--- src/design/ttps_pkg.sv ---
// ttps_pkg: shared types, constants and codes of the transposition table store
// no dependencies
package ttps_pkg;

   localparam int TABLE_SLOTS    = 4096;
   localparam int PROBE_DISTANCE = 4;
   localparam int MATE_LIMIT     = 30000;
   localparam int IDX_W          = $clog2(TABLE_SLOTS);
   localparam int SIZE_W         = 13;
   localparam int PROBE_W        = $clog2(PROBE_DISTANCE + 2);
   localparam int QUEUE_DEPTH    = 2;

   localparam logic [0:0] FUNC_LOOKUP = 1'b0;
   localparam logic [0:0] FUNC_STORE  = 1'b1;

   localparam logic [2:0] ST_MISS    = 3'd0;
   localparam logic [2:0] ST_SOFT    = 3'd1;
   localparam logic [2:0] ST_HARD    = 3'd2;
   localparam logic [2:0] ST_STORED  = 3'd3;
   localparam logic [2:0] ST_REFUSED = 3'd4;

   localparam logic [1:0] KIND_EXACT = 2'd0;
   localparam logic [1:0] KIND_UPPER = 2'd1;
   localparam logic [1:0] KIND_LOWER = 2'd2;

   localparam logic [0:0] CSR_ENABLE = 1'b0;
   localparam logic [0:0] CSR_SLOTS  = 1'b1;

   typedef struct packed {
      logic [0:0]         func;
      logic [31:0]        hash_key;
      logic [63:0]        signature;
      logic [7:0]         search_depth;
      logic signed [15:0] alpha_bound;
      logic signed [15:0] beta_bound;
      logic signed [15:0] entry_value;
      logic [7:0]         entry_depth;
      logic [1:0]         bound_kind;
      logic [15:0]        best_move;
      logic [0:0]         root_of_pv;
   } req_type;

   typedef struct packed {
      logic [2:0]         status;
      logic signed [15:0] found_value;
      logic [7:0]         found_depth;
      logic [1:0]         found_kind;
      logic [15:0]        found_move;
      logic [0:0]         replaced_other;
      logic [31:0]        replacement_count;
   } rsp_type;

   // classified job handed from front to back
   typedef struct packed {
      req_type           req;
      logic              active;  // table must be searched
      logic [IDX_W-1:0]  home;
      logic [SIZE_W-1:0] size;
   } job_type;

endpackage

--- src/design/ttps_queue.sv ---
// ttps_queue: two-entry job queue between front and back
// depends on ttps_pkg
module ttps_queue (
   input  logic              clock,
   input  logic              reset,
   input  logic              in_valid,
   output logic              in_ready,
   input  ttps_pkg::job_type in_data,
   output logic              out_valid,
   input  logic              out_ready,
   output ttps_pkg::job_type out_data
);
   ttps_pkg::job_type mem_ff [ttps_pkg::QUEUE_DEPTH];
   logic wp_ff, rp_ff;
   logic [1:0] cnt_ff;
   logic push, pop;

   assign in_ready  = cnt_ff != 2'd2;
   assign out_valid = cnt_ff != 2'd0;
   assign out_data  = mem_ff[rp_ff];
   assign push = in_valid && in_ready;
   assign pop  = out_valid && out_ready;

   always_ff @(posedge clock) begin
      if (reset) begin
         wp_ff <= 1'b0;
         rp_ff <= 1'b0;
         cnt_ff <= 2'd0;
      end else begin
         if (push) wp_ff <= ~wp_ff;
         if (pop) rp_ff <= ~rp_ff;
         cnt_ff <= cnt_ff + {1'b0, push} - {1'b0, pop};
      end
      if (push) mem_ff[wp_ff] <= in_data;
   end
endmodule

--- config.mk ---
export PLATFORM = sky130hd
export DESIGN_NAME = ttps_queue
export DESIGN_NICKNAME = d
export VERILOG_FILES = /design/src/design/ttps_pkg.sv /design/src/design/ttps_queue.sv
export SDC_FILE = /design/constraint.sdc
export NUM_CORES = 1
export LEC_CHECK = 0
export ABC_AREA = 1
export BUFFER_PORTS_ARGS = -buffer_cell sky130_fd_sc_hd__buf_2
export CAP_MARGIN = 40
export CORE_UTILIZATION = 45
export DETAILED_ROUTE_END_ITERATION = 16
export PLACE_DENSITY = 0.7
export SETUP_SLACK_MARGIN = 0.5
export SYNTH_ARGS = -nofsm -noshare
export SYNTH_HDL_FRONTEND = slang
export SYNTH_SLANG_ARGS = --single-unit
--- constraint.sdc ---
create_clock -name clock -period 17.29 [get_ports clock]
set_clock_uncertainty 0.2 [all_clocks]
set_input_delay 3.458 -clock clock [delete_from_list [all_inputs] [get_ports clock]]
set_output_delay 3.458 -clock clock [all_outputs]
set_load 0.02 [all_outputs]
==> results.sh <==
export IMPL_status="finished, final reports clean"
export IMPL_setup_tns_ps=0
export IMPL_detail_route_wl_per_cell_um=19.4
export IMPL_timing_max_transition_violations_final=0
export IMPL_synth_xor_xnor_area_share_pct=0
export IMPL_htreeDepth=2
export IMPL_design_die_area_um2=35600
export IMPL_synth_cell_area_um2=15700
export IMPL_instances_no_fill=1622
export IMPL_totalPowerFinal_mw=3.01
export IMPL_cell_internal_pwr_mw=2.15
export IMPL_crit_arrival_ps=2740
export IMPL_via_count=7858
export IMPL_cts_repair_resizes=0
export IMPL_dpl_hpwl_um=21600
export IMPL_rows=68
export IMPL_cp_common_cell="sky130_fd_sc_hd__buf_4"
export IMPL_clkTransAtPathRegs_ps=60
export IMPL_crit_path_start_kind="flip-flop"
export IMPL_total_cts_buffers=43
export IMPL_peak_supply_drop_v=0.0000984
export IMPL_post_cts_buffers=0
export IMPL_required_ps=13630
export IMPL_min_period_ps=6390
export IMPL_clkPwrFrac_pct=29.4
export IMPL_viasPerCell=4.84
export IMPL_seq_area_frac_synth_pct=79.5
export IMPL_grt_start_max_net_pins=93
export IMPL_cap_viol_max_count=0
export IMPL_floorplan_io_pins=418
export IMPL_drt_pre_antenna_iters=5
export IMPL_power_switching_share_pct=28.6
export IMPL_crit_reg2reg_launch="cnt_ff[0]"
export IMPL_fmaxAchievable_mhz=156
export IMPL_drive_above_1_share_pct=59.8
export IMPL_synthAdderAreaFrac_pct=0.160
export IMPL_p_leak_nw=7.66
export IMPL_syn_area_per_cell_um2=23.1
export IMPL_cp_max_fo=53
export IMPL_hold_path_class="flip-flop to flip-flop"
export IMPL_crit_slowest_cell="sky130_fd_sc_hd__buf_4"
export IMPL_power_sequential_fraction_pct=43.7
export IMPL_chipWidth_um=189
export IMPL_total_switching_power_uw=863
export IMPL_crit_path_cell_trace="buf_4, buf_4, buf_16, mux2_2, buf_2"
export IMPL_hold_buffers=0
export IMPL_syn_to_final_growth_pct=25.9
export IMPL_synthesis_instances=678
export IMPL_gp_congestion=0.795
export IMPL_worst_hold_startpoint="rp_ff"
export IMPL_synth_top_family_by_area="multiplexers"
export IMPL_yosysUniqueCellTypes=12
export IMPL_final_setup_viol_count=0
export IMPL_port_buffers=417
export IMPL_report_final_hold_viol_count=0
export IMPL_core_area_um2=34500
export IMPL_timing_hold_ws_ps=308
export IMPL_postRouteWirelength_um=31500
export IMPL_post_route_drc_count=0
export IMPL_synth_area_mux_share_pct=18.1
export IMPL_clock_tree_buffer_depth=3
export IMPL_initialDrtViolationCount=389
export IMPL_cts_tree="yes"
export IMPL_vias_in_the_first_global_route=8233
export IMPL_route_antenna_remaining_nets=0
export IMPL_cts_root_buf="sky130_fd_sc_hd__clkbuf_16"
export IMPL_finalNetCount=1343
export IMPL_compound_cell_area_share_of_the_yosys_netlist_pct=0.0638
export IMPL_placed_cells=1540
export IMPL_worst_setup_path_type="flip-flop to output port"
export IMPL_slowest_stage_delay_on_critical_path_ps=600
export IMPL_syn_num_nets=890
export IMPL_die_height_um=189
export IMPL_cellPowerDensity_nw_per_um2=153
export IMPL_clock_latency_ps=530
export IMPL_wire_length_of_the_first_global_routing_pass_um=47000
export IMPL_initial_standard_cell_utilization_of_the_core_pct=45.5
export IMPL_initial_antenna_violation_count=7
export IMPL_synth_register_bits=417
export IMPL_post_route_fraction_of_the_period_consumed_by_the_critical_path_pct=37.0
export IMPL_comb_power_share_pct=26.9
export IMPL_worst_slew_pin_slew_ps=816
export IMPL_globalRouteOverflowTotal=0
export IMPL_maxSlewHeadroom_pct=45.6
export IMPL_grt_setup_unrepaired="false"
export IMPL_post_synth_and_or_nand_nor_area_fraction_pct=0.503
export IMPL_timing_critical_path_to_type="output port"
export IMPL_grt_util_all_layers_pct=17.3
export IMPL_clock_sink_count=417
export IMPL_yosys_warnings=0
final timing paths:
kind / endpoint / slack (ps) / depth (start not counted)
worst max-delay path: out_data[27] / 10900 / 5
worst min-delay path: flip-flop / 310 / 2
worst max register to register: mem_ff[0][102] / 14280 / 7
worst min register to register: flip-flop / 310 / 2
cell usage after synthesis, drive strengths merged:
cell type  count  area [um2]
edfxtp       412       12400
mux2         206        2850
buf           23         221
nor2           9        33.8
inv            8        30.0
nand2          8        30.0
dfxtp          5         100
nand3          3        15.0
a21oi          2        10.0
ha             2        25.0
worst max-delay path: cells and delay by family, from the launching register on:
kind     cells  cell delay (ps)
mux          1              380
flops        1              430
buf+inv      4             1340
power groups by stage:
stage	sequential [mW]	combinational, mW	clock [mW]
CTS	1.32	0.818	0.908
global route	1.33	0.860	0.943
detailed placement	1.34	0.815	0
global placement	1.35	0.776	0
floorplan	1.37	0.580	0
finish	1.32	0.811	0.884
per-stage QoR:
step	cell area, um2	util, %	worst slack, ps
final	19700	57.3	10900
after global routing	19700	57.3	10780
after CTS	19700	57.2	10540
after global placement	18200	52.8	10480
after detailed placement	18300	53.2	11130
after floorplan	15700	-	4240
flip-flops by register name, summed over array words and instances, names as in the netlist, named ones only:
signal,count
rp_ff,1
cnt_ff,2
wp_ff,1
mem_ff,412
per-layer routing:
layer	GRT usage [%]	vias to the layer above	part of all wire, %
met4	6.79	6	3.2
met5	0	-	0.12
met3	5.72	71	8.7
met1	20.6	3842	39
li1	-	3593	-
met2	29.2	346	49
kinds of logic (layout without fill, tap and decap cells):
group           count (synthesis)  in the layout
fa+ha+maj                       2              2
buf+inv                        31            517
flops                         417            417
compound gates                  2              2
other cells                     0              3
mux                           206            206
simple gates                   20             20
placed cells by master, fill, tap and decap left out, types with 2 or more instances in the layout:
master / n
sky130_fd_sc_hd__diode_2: 3
sky130_fd_sc_hd__ha_1: 2
sky130_fd_sc_hd__bufinv_16: 3
sky130_fd_sc_hd__dfxtp_1: 4
sky130_fd_sc_hd__buf_4: 7
sky130_fd_sc_hd__nor2_1: 8
sky130_fd_sc_hd__clkbuf_1: 13
sky130_fd_sc_hd__nand3_1: 3
sky130_fd_sc_hd__mux2_2: 66
sky130_fd_sc_hd__inv_6: 2
sky130_fd_sc_hd__mux2_4: 140
sky130_fd_sc_hd__a21oi_1: 2
sky130_fd_sc_hd__clkbuf_16: 45
sky130_fd_sc_hd__buf_2: 417
sky130_fd_sc_hd__edfxtp_1: 412
sky130_fd_sc_hd__clkinv_1: 9
sky130_fd_sc_hd__buf_16: 6
sky130_fd_sc_hd__inv_1: 7
sky130_fd_sc_hd__clkinv_2: 4
sky130_fd_sc_hd__nand2_1: 8
final cells by class:
cell class | instances | area, um2
Fill cell | 2621 | 14700
Sequential cell | 417 | 12500
Multi-Input combinational cell | 230 | 2970
Timing Repair Buffer | 431 | 2320
Clock buffer | 59 | 1190
Tap cell | 455 | 569
Clock inverter | 19 | 170
Inverter | 8 | 37.5
Antenna cell | 3 | 7.51
(Power assumes the default switching activity.)
