$ cat config.mk
export PLATFORM = sky130hd
export DESIGN_NAME = ttps_front
export DESIGN_NICKNAME = d
export VERILOG_FILES = /design/src/design/ttps_pkg.sv /design/src/design/ttps_front.sv
export SDC_FILE = /design/constraint.sdc
export NUM_CORES = 1
export LEC_CHECK = 0
export BUFFER_PORTS_ARGS = -buffer_cell sky130_fd_sc_hd__buf_2
export CAP_MARGIN = 20
export CORE_ASPECT_RATIO = 1.1
export CORE_MARGIN = 2
export CORE_UTILIZATION = 40
export DETAILED_ROUTE_END_ITERATION = 12
export PLACE_DENSITY = 0.69
export SLEW_MARGIN = 40
export SYNTH_ARGS = -nofsm -noshare
export SYNTH_HDL_FRONTEND = slang
export SYNTH_SLANG_ARGS = --single-unit
$ cat constraint.sdc
create_clock -name clock -period 15.5 [get_ports clock]
set_clock_uncertainty 0.15 [all_clocks]
set_input_delay 1.55 -clock clock [delete_from_list [all_inputs] [get_ports clock]]
set_output_delay 1.55 -clock clock [all_outputs]
set_load 0.005 [all_outputs]
$ cat src/design/ttps_pkg.sv
// ttps_pkg: shared types, constants and codes of the transposition table store
// no dependencies
package ttps_pkg;

   localparam int TABLE_SLOTS    = 4096;
   localparam int PROBE_DISTANCE = 4;
   localparam int MATE_LIMIT     = 30000;
   localparam int IDX_W          = $clog2(TABLE_SLOTS);
   localparam int SIZE_W         = 13;
   localparam int PROBE_W        = $clog2(PROBE_DISTANCE + 2);
   localparam int QUEUE_DEPTH    = 2;

   localparam logic [0:0] FUNC_LOOKUP = 1'b0;
   localparam logic [0:0] FUNC_STORE  = 1'b1;

   localparam logic [2:0] ST_MISS    = 3'd0;
   localparam logic [2:0] ST_SOFT    = 3'd1;
   localparam logic [2:0] ST_HARD    = 3'd2;
   localparam logic [2:0] ST_STORED  = 3'd3;
   localparam logic [2:0] ST_REFUSED = 3'd4;

   localparam logic [1:0] KIND_EXACT = 2'd0;
   localparam logic [1:0] KIND_UPPER = 2'd1;
   localparam logic [1:0] KIND_LOWER = 2'd2;

   localparam logic [0:0] CSR_ENABLE = 1'b0;
   localparam logic [0:0] CSR_SLOTS  = 1'b1;

   typedef struct packed {
      logic [0:0]         func;
      logic [31:0]        hash_key;
      logic [63:0]        signature;
      logic [7:0]         search_depth;
      logic signed [15:0] alpha_bound;
      logic signed [15:0] beta_bound;
      logic signed [15:0] entry_value;
      logic [7:0]         entry_depth;
      logic [1:0]         bound_kind;
      logic [15:0]        best_move;
      logic [0:0]         root_of_pv;
   } req_type;

   typedef struct packed {
      logic [2:0]         status;
      logic signed [15:0] found_value;
      logic [7:0]         found_depth;
      logic [1:0]         found_kind;
      logic [15:0]        found_move;
      logic [0:0]         replaced_other;
      logic [31:0]        replacement_count;
   } rsp_type;

   // classified job handed from front to back
   typedef struct packed {
      req_type           req;
      logic              active;  // table must be searched
      logic [IDX_W-1:0]  home;
      logic [SIZE_W-1:0] size;
   } job_type;

endpackage

$ cat src/design/ttps_front.sv
// ttps_front: accepts requests, computes home slot (hash mod size) serially
// depends on ttps_pkg
module ttps_front (
   input  logic               clock,
   input  logic               reset,
   input  logic               req_valid,
   output logic               req_ready,
   input  ttps_pkg::req_type  req_data,
   input  logic               cfg_enable,
   input  logic [12:0]        cfg_slots,
   output logic               job_valid,
   input  logic               job_ready,
   output ttps_pkg::job_type  job_data
);
   typedef enum logic [2:0] {
      F_IDLE = 3'b001,
      F_DIV  = 3'b010,
      F_OUT  = 3'b100
   } fstate_type;

   fstate_type state_ff, state_in;
   ttps_pkg::req_type req_ff, req_in;
   logic [ttps_pkg::SIZE_W-1:0] size_ff, size_in;
   logic [ttps_pkg::SIZE_W:0] rem_ff, rem_in;
   logic [31:0] quo_ff, quo_in;
   logic [5:0] cnt_ff, cnt_in;
   logic active_ff, active_in;
   logic [ttps_pkg::SIZE_W-1:0] lsize;
   logic [ttps_pkg::SIZE_W:0] trial;

   always_comb begin
      if (cfg_slots == '0) lsize = ttps_pkg::SIZE_W'(1);
      else if ({19'd0, cfg_slots} > ttps_pkg::TABLE_SLOTS)
         lsize = ttps_pkg::SIZE_W'(ttps_pkg::TABLE_SLOTS);
      else lsize = cfg_slots;
   end

   assign req_ready = state_ff == F_IDLE;
   assign trial = {rem_ff[ttps_pkg::SIZE_W-1:0], quo_ff[31]};

   always_comb begin
      state_in  = state_ff;
      req_in    = req_ff;
      size_in   = size_ff;
      rem_in    = rem_ff;
      quo_in    = quo_ff;
      cnt_in    = cnt_ff;
      active_in = active_ff;
      case (state_ff)
         F_IDLE: begin
            if (req_valid) begin
               req_in    = req_data;
               size_in   = lsize;
               rem_in    = '0;
               quo_in    = req_data.hash_key;
               cnt_in    = 6'd0;
               active_in = cfg_enable && req_data.signature != 64'd0 &&
                  (req_data.func == ttps_pkg::FUNC_LOOKUP ||
                   (int'(req_data.entry_value) > -ttps_pkg::MATE_LIMIT &&
                    int'(req_data.entry_value) < ttps_pkg::MATE_LIMIT));
               state_in  = F_DIV;
            end
         end
         F_DIV: begin
            // restoring division, one bit per cycle
            if (trial >= {1'b0, size_ff}) rem_in = trial - {1'b0, size_ff};
            else rem_in = trial;
            quo_in = {quo_ff[30:0], 1'b0};
            cnt_in = cnt_ff + 6'd1;
            if (cnt_ff == 6'd31) state_in = F_OUT;
         end
         F_OUT: if (job_ready) state_in = F_IDLE;
         default: state_in = F_IDLE;
      endcase
   end

   always_ff @(posedge clock) begin
      if (reset) state_ff <= F_IDLE;
      else state_ff <= state_in;
      req_ff    <= req_in;
      size_ff   <= size_in;
      rem_ff    <= rem_in;
      quo_ff    <= quo_in;
      cnt_ff    <= cnt_in;
      active_ff <= active_in;
   end

   assign job_valid       = state_ff == F_OUT;
   assign job_data.req    = req_ff;
   assign job_data.active = active_ff;
   assign job_data.home   = rem_ff[ttps_pkg::IDX_W-1:0];
   assign job_data.size   = size_ff;
endmodule

==> flow_summary.toml, run 1 <==
[setup_path]
crit_fanout = 6
worst_setup_path_end_kind = "output pin"
cp_data_arrival_time_ns = 1.39
crit_path_start_kind = "register"
cp.required_ns = 13.80
critPathKind = "reg -> out"

[synthesis]
ys_top_cells_by_area = "edfxtp_1 78%, nand2_1 4.4%, ha_1 1.9%, nor2b_1 1.4%, nor4_1 1.3%"
ys_top_cells_by_count = "245 x edfxtp_1, 110 x nand2_1, 21 x nor2_1, 21 x nor2b_1, 20 x inv_1"
ys_warn_count = 0
synth_cell_type_count = 55
synthFlopType = "edfxtp_1"
synth_area_leader_cell = "edfxtp_1"
synth-seq-cells = 248
avgSynthCellArea_um2 = 15.9
syn-cell-area_um2 = 9440
synth.most_common_cell = "edfxtp_1"
synth_edf_count = 245
async_flop_share_pct = 0
postSynthCellCount = 592
synth_top_area_share_pct = 77.9
synth_nets = 805
synth-seq-area-share_pct = 78.6

[sta]
fmax_mhz = 323
finalCritPeriodShare_pct = 19.9
tns_ns = 0
setup_viol = 0
rsz0062_at_grt = "false"
final-hold-violation-count = 0
drv_slew = 0
max_slew_margin_pct = 53.0
fin_crit_ns = 3.09
worst_slew_pin_slew_ns = 0.705

[global_route]
grt_pass1_wl_mm = 36.8
gr-total-overflow = 0
track_usage_pct = 19.7
grt_pass1_vias = 6649
antenna_found_initial = 4
grt_max_degree = 125

[die]
core_area_um2 = 23000
initial_core_util_pct = 41.0
boundaryPins = 406
fp.dieW_um = 150
die-area_um2 = 24800
chipHeight_um = 165
rows = 58

[power]
p_leak_uw = 0.00528
ir_worst_vdd_uv = 108
power_density_nw_per_um2 = 127

[cts]
cts_root_buf = "clkbuf_16"
htreeDepth = 1
cts_setup_buffers = 0
tritoncts = "done"
cts.repair.resized = 0
cts_buffers = 26
clk_pin_slew_worst_paths_ns = 0.06
clock_sink_count = 248
cts_buffer_depth = 3
clock_latency_ns = 0.52
ctsHoldBuffers = 0

[drt]
drtIter0Drc = 354
num_vias = 6402
drc = 0
wl_per_cell_um = 19.3
firstDrtPassIters = 4
drt-total-wl_mm = 25.6
vias_per_cell = 4.84
antenna_left = 0

[final_layout]
finalNetCount = 1214
area_growth_pct = 33.1
fillers = 1948
fin_cells = 1324
drive_gt1_share_pct = 44.9

[place]
portBuffers = 405
place_hpwl_mm = 19.1
place_congestion = 0.883
place_inst = 1273

[job]
max_cap_violations = 0

[min_path]
min_path_type = "reg -> reg"

[status]
status = "complete, no violations"
report_power, final:
part           switching [uW]  total (uW)  internal, uW
registers                15.3         812           797
clock network             252         609           358
logic                    98.0         168          69.9
total                     365        1590          1220
cells by family after synthesis:
logic type                 share of synthesized area (%)
DFF                                                 78.6
and+or+nand+nor                                     10.9
AOI/OAI and AO/OA                                   3.91
buffers and inverters                               2.65
adders and majority gates                           2.07
muxes                                               1.07
xor gates and xnor gates                           0.835
per-layer routing:
metal / GRT usage [%] / wire length, um / vias to the layer above
li1: - / - / 3021
met1: 21.2 / 8750 / 3086
met2: 34.5 / 13200 / 243
met3: 8.96 / 2880 / 52
met4: 6.43 / 750 / 0
met5: 0 / 0 / -
path summary, 6_finish.rpt:
path	startpoint	to	slack [ns]	cells after the start
setup / recovery	state_ff[2]	job_valid	12.41	2
hold / removal	quo_ff[8]	quo_ff[9]	0.36	2
hold reg to reg	quo_ff[8]	quo_ff[9]	0.36	2
setup reg to reg	size_ff[0]	rem_ff[7]	12.57	8
final cells by class:
type / count / area (um2) / share of cell area [%]
Antenna cell: 5 / 12.5 / 0.0996
Clock buffer: 31 / 669 / 5.33
Clock inverter: 15 / 163 / 1.29
Inverter: 20 / 87.6 / 0.697
Multi-Input combinational cell: 297 / 1790 / 14.2
Sequential cell: 248 / 7420 / 59.0
Tap cell: 300 / 375 / 2.99
Timing Repair Buffer: 408 / 2050 / 16.3
stage by stage:
step | power, uW | utilization [%] | instance area (um2) | setup slack (ns) | hold slack (ns)
detailed placement | 995 | 50.9 | 11700 | 11.59 | 0.346
global route | 1650 | 54.6 | 12600 | 12.31 | 0.388
floorplan | 913 | - | 9440 | 9.43 | 0.300
CTS | 1610 | 54.5 | 12500 | 12.15 | 0.362
global placement | 990 | 50.9 | 11700 | 11.65 | 0.338
finish | 1590 | 54.6 | 12600 | 12.41 | 0.362
placed cells by master, fill, tap and decap left out, types with 2 or more instances in the layout:
| master | instances |
|---|---|
| buf_2 | 405 |
| edfxtp_1 | 245 |
| nand2_1 | 109 |
| clkbuf_16 | 26 |
| nor2b_1 | 21 |
| nor2_1 | 21 |
| inv_1 | 19 |
| a21oi_1 | 19 |
| nor4_1 | 19 |
| ha_1 | 14 |
| mux2i_1 | 9 |
| o21ai_0 | 7 |
| nand2b_1 | 7 |
| nand3_1 | 6 |
| clkinv_2 | 6 |
| diode_2 | 5 |
| nand4_1 | 5 |
| xnor2_1 | 5 |
| clkbuf_1 | 5 |
| xor2_1 | 4 |
| a21o_1 | 4 |
| nor3b_1 | 3 |
| nor3_1 | 3 |
| a31oi_1 | 3 |
| clkinv_1 | 3 |
| bufinv_16 | 3 |
| dfxtp_1 | 3 |
| nor4b_1 | 2 |
| o21a_1 | 2 |
| clkinv_8 | 2 |
| and2_1 | 2 |
| a211oi_1 | 2 |
| a211oi_2 | 2 |
| clkinvlp_4 | 2 |
| buf_4 | 2 |
sequential cells by signal (all words and copies together) (netlist names):
name,flops
active_ff,1
quo_ff,32
job_data,180
cnt_ff,6
state_ff,3
size_ff,13
rem_ff,13
worst max-delay path: stages (launching register included):
cell and delay [ns]:
dfxtp_1 0.44, nor3b_1 0.27, buf_2 0.16
No activity file was read; power rests on OpenSTA's default activity.
==> inputs of run 2 (changes only) <==
==> constraint.sdc (replaced) <==
create_clock -name clock -period 2.9 [get_ports clock]
set_clock_uncertainty 0.15 [all_clocks]
set_input_delay 0.29 -clock clock [delete_from_list [all_inputs] [get_ports clock]]
set_output_delay 0.29 -clock clock [all_outputs]
set_load 0.005 [all_outputs]
==> flow_summary.toml, run 2 (synthesized netlist as in run 1, its figures left out) <==
[power]
power_density_nw_per_um2 = 602
ir_worst_vdd_uv = 473
p_leak_uw = 0.00615

[place]
portBuffers = 405
place_congestion = 0.849
place_hpwl_mm = 19.7

[die]
rows = 58
chipHeight_um = 165
fp.dieW_um = 150
boundaryPins = 406
die-area_um2 = 24800
initial_core_util_pct = 41.0
core_area_um2 = 23000

[sta]
fin_crit_ns = 2.78
rsz0062_at_grt = "false"
drv_slew = 0
holdWs_ns = 0.00724
worst_slew_pin_slew_ns = 0.804
setup_viol = 0
finalCritPeriodShare_pct = 95.8
max_slew_margin_pct = 45.9
final-hold-violation-count = 0
fmax_mhz = 360

[final_layout]
fillers = 1633
area_growth_pct = 54.8
most-common-layout-cells = "405 x buf_2, 245 x edfxtp_1, 195 x dlygate4sd3_1, 108 x nand2_1, 27 x clkbuf_16"
largest_reg_flops = 180
finalNetCount = 1417
final_common_cell = "buf_2"
post-route-util_pct = 63.5
drive_gt1_share_pct = 38.4

[drt]
drtIter0Drc = 460
num_vias = 7478
wl_per_cell_um = 20.2
antenna_left = 0
firstDrtPassIters = 5
drt-total-wl_mm = 30.9
drc = 0
vias_per_cell = 4.89

[job]
max_cap_violations = 0

[cts]
clk_pin_slew_worst_paths_ns = 0.06
htreeDepth = 1
cts_buffers = 26
clock_sink_count = 248
cts_buffer_depth = 3
tritoncts = "done"
clock_latency_ns = 0.52
cts_root_buf = "clkbuf_16"

[setup_path]
cp.required_ns = 3.11
rr_startpoint = "size_ff[0]"
worst_setup_path_end_kind = "register"
crit_fanout = 9
startpoint = "size_ff[0]"
critPathKind = "reg -> reg"
cp_data_arrival_time_ns = 2.99
crit_path_start_kind = "register"

[global_route]
grt_pass1_wl_mm = 44.2
grt_pass1_vias = 8138
grt_max_degree = 99
track_usage_pct = 23.8
gr-total-overflow = 0
antenna_found_initial = 4

[min_path]
min_path_type = "in -> reg"
hp-start = "cfg_slots[0]"

[status]
status = "complete, no violations"
## run 2: cell count changes in the layout (fill, tap and decap cells not counted), moves of 2 or more
cell and change:
dlygate4sd3_1 +195, buf_4 +7, clkinv_1 +4, buf_12 +2, clkinv_4 +2, clkinv_8 -2
dfxtp_1 -2, dfxtp_2 +2
## run 2: worst paths after layout
check / end / slack [ns] / cells after the start
worst max-delay path: rem_ff[12] / 0.12 / 9
worst min-delay path: size_ff[0] / 0.007 / 3
worst max register to register: rem_ff[12] / 0.12 / 9
worst min register to register: state_ff[2] / 0.31 / 1
## run 2: area by class of cell
class                           instances  area [um2]  area share, %
Timing Repair Buffer                  611        4090           28.0
Clock buffer                           31         691           4.73
Multi-Input combinational cell        297        1810           12.4
Antenna cell                            6        15.0          0.103
Tap cell                              300         375           2.57
Inverter                               20        78.8          0.539
Clock inverter                         17         140          0.959
Sequential cell                       248        7420           50.8
## run 2: power breakdown
group          internal [uW]  switching [uW]
Clock                   1880            1400
Combinational            572             605
Sequential              4260            84.8
## run 2: layer usage
metal	global-route usage (%)	share of wire [%]
met5	0	0
met4	11.0	4.4
met1	25.0	34
met2	42.0	51
met3	9.04	10
## run 2: worst max-delay path, cell delays in order, from the launching register on
cell and delay (ns):
edfxtp_1 0.40, ha_1 0.25, fa_1 0.40, and2b_1 0.24, o2111ai_2 0.14, and3_4 0.21, o31a_1 0.29, buf_4 0.18
a41o_1 0.21, a21oi_1 0.15
## run 2: timing repair
action | CTS | global route
buffers inserted | 0 | 1
hold buffers | 195 | 0
hold endpoints to repair | 227 | 0
resized for setup | 0 | 2
setup endpoints to repair | 0 | 3
## run 2: stage by stage
step / worst slack [ns] / setup TNS, ns / power (uW) / cells / cell area, um2
2_1_floorplan: -1.08 / -209.30 / 4870 / 592 / 9460
3_5_place_dp: 0.145 / 0 / 5340 / 1280 / 11800
4_1_cts: 0.0886 / 0 / 8810 / 1523 / 14600
3_3_place_gp: 0.236 / 0 / 5320 / 1280 / 11800
5_1_grt: 0.00532 / 0 / 9100 / 1528 / 14600
6_report: 0.122 / 0 / 8800 / 1530 / 14600
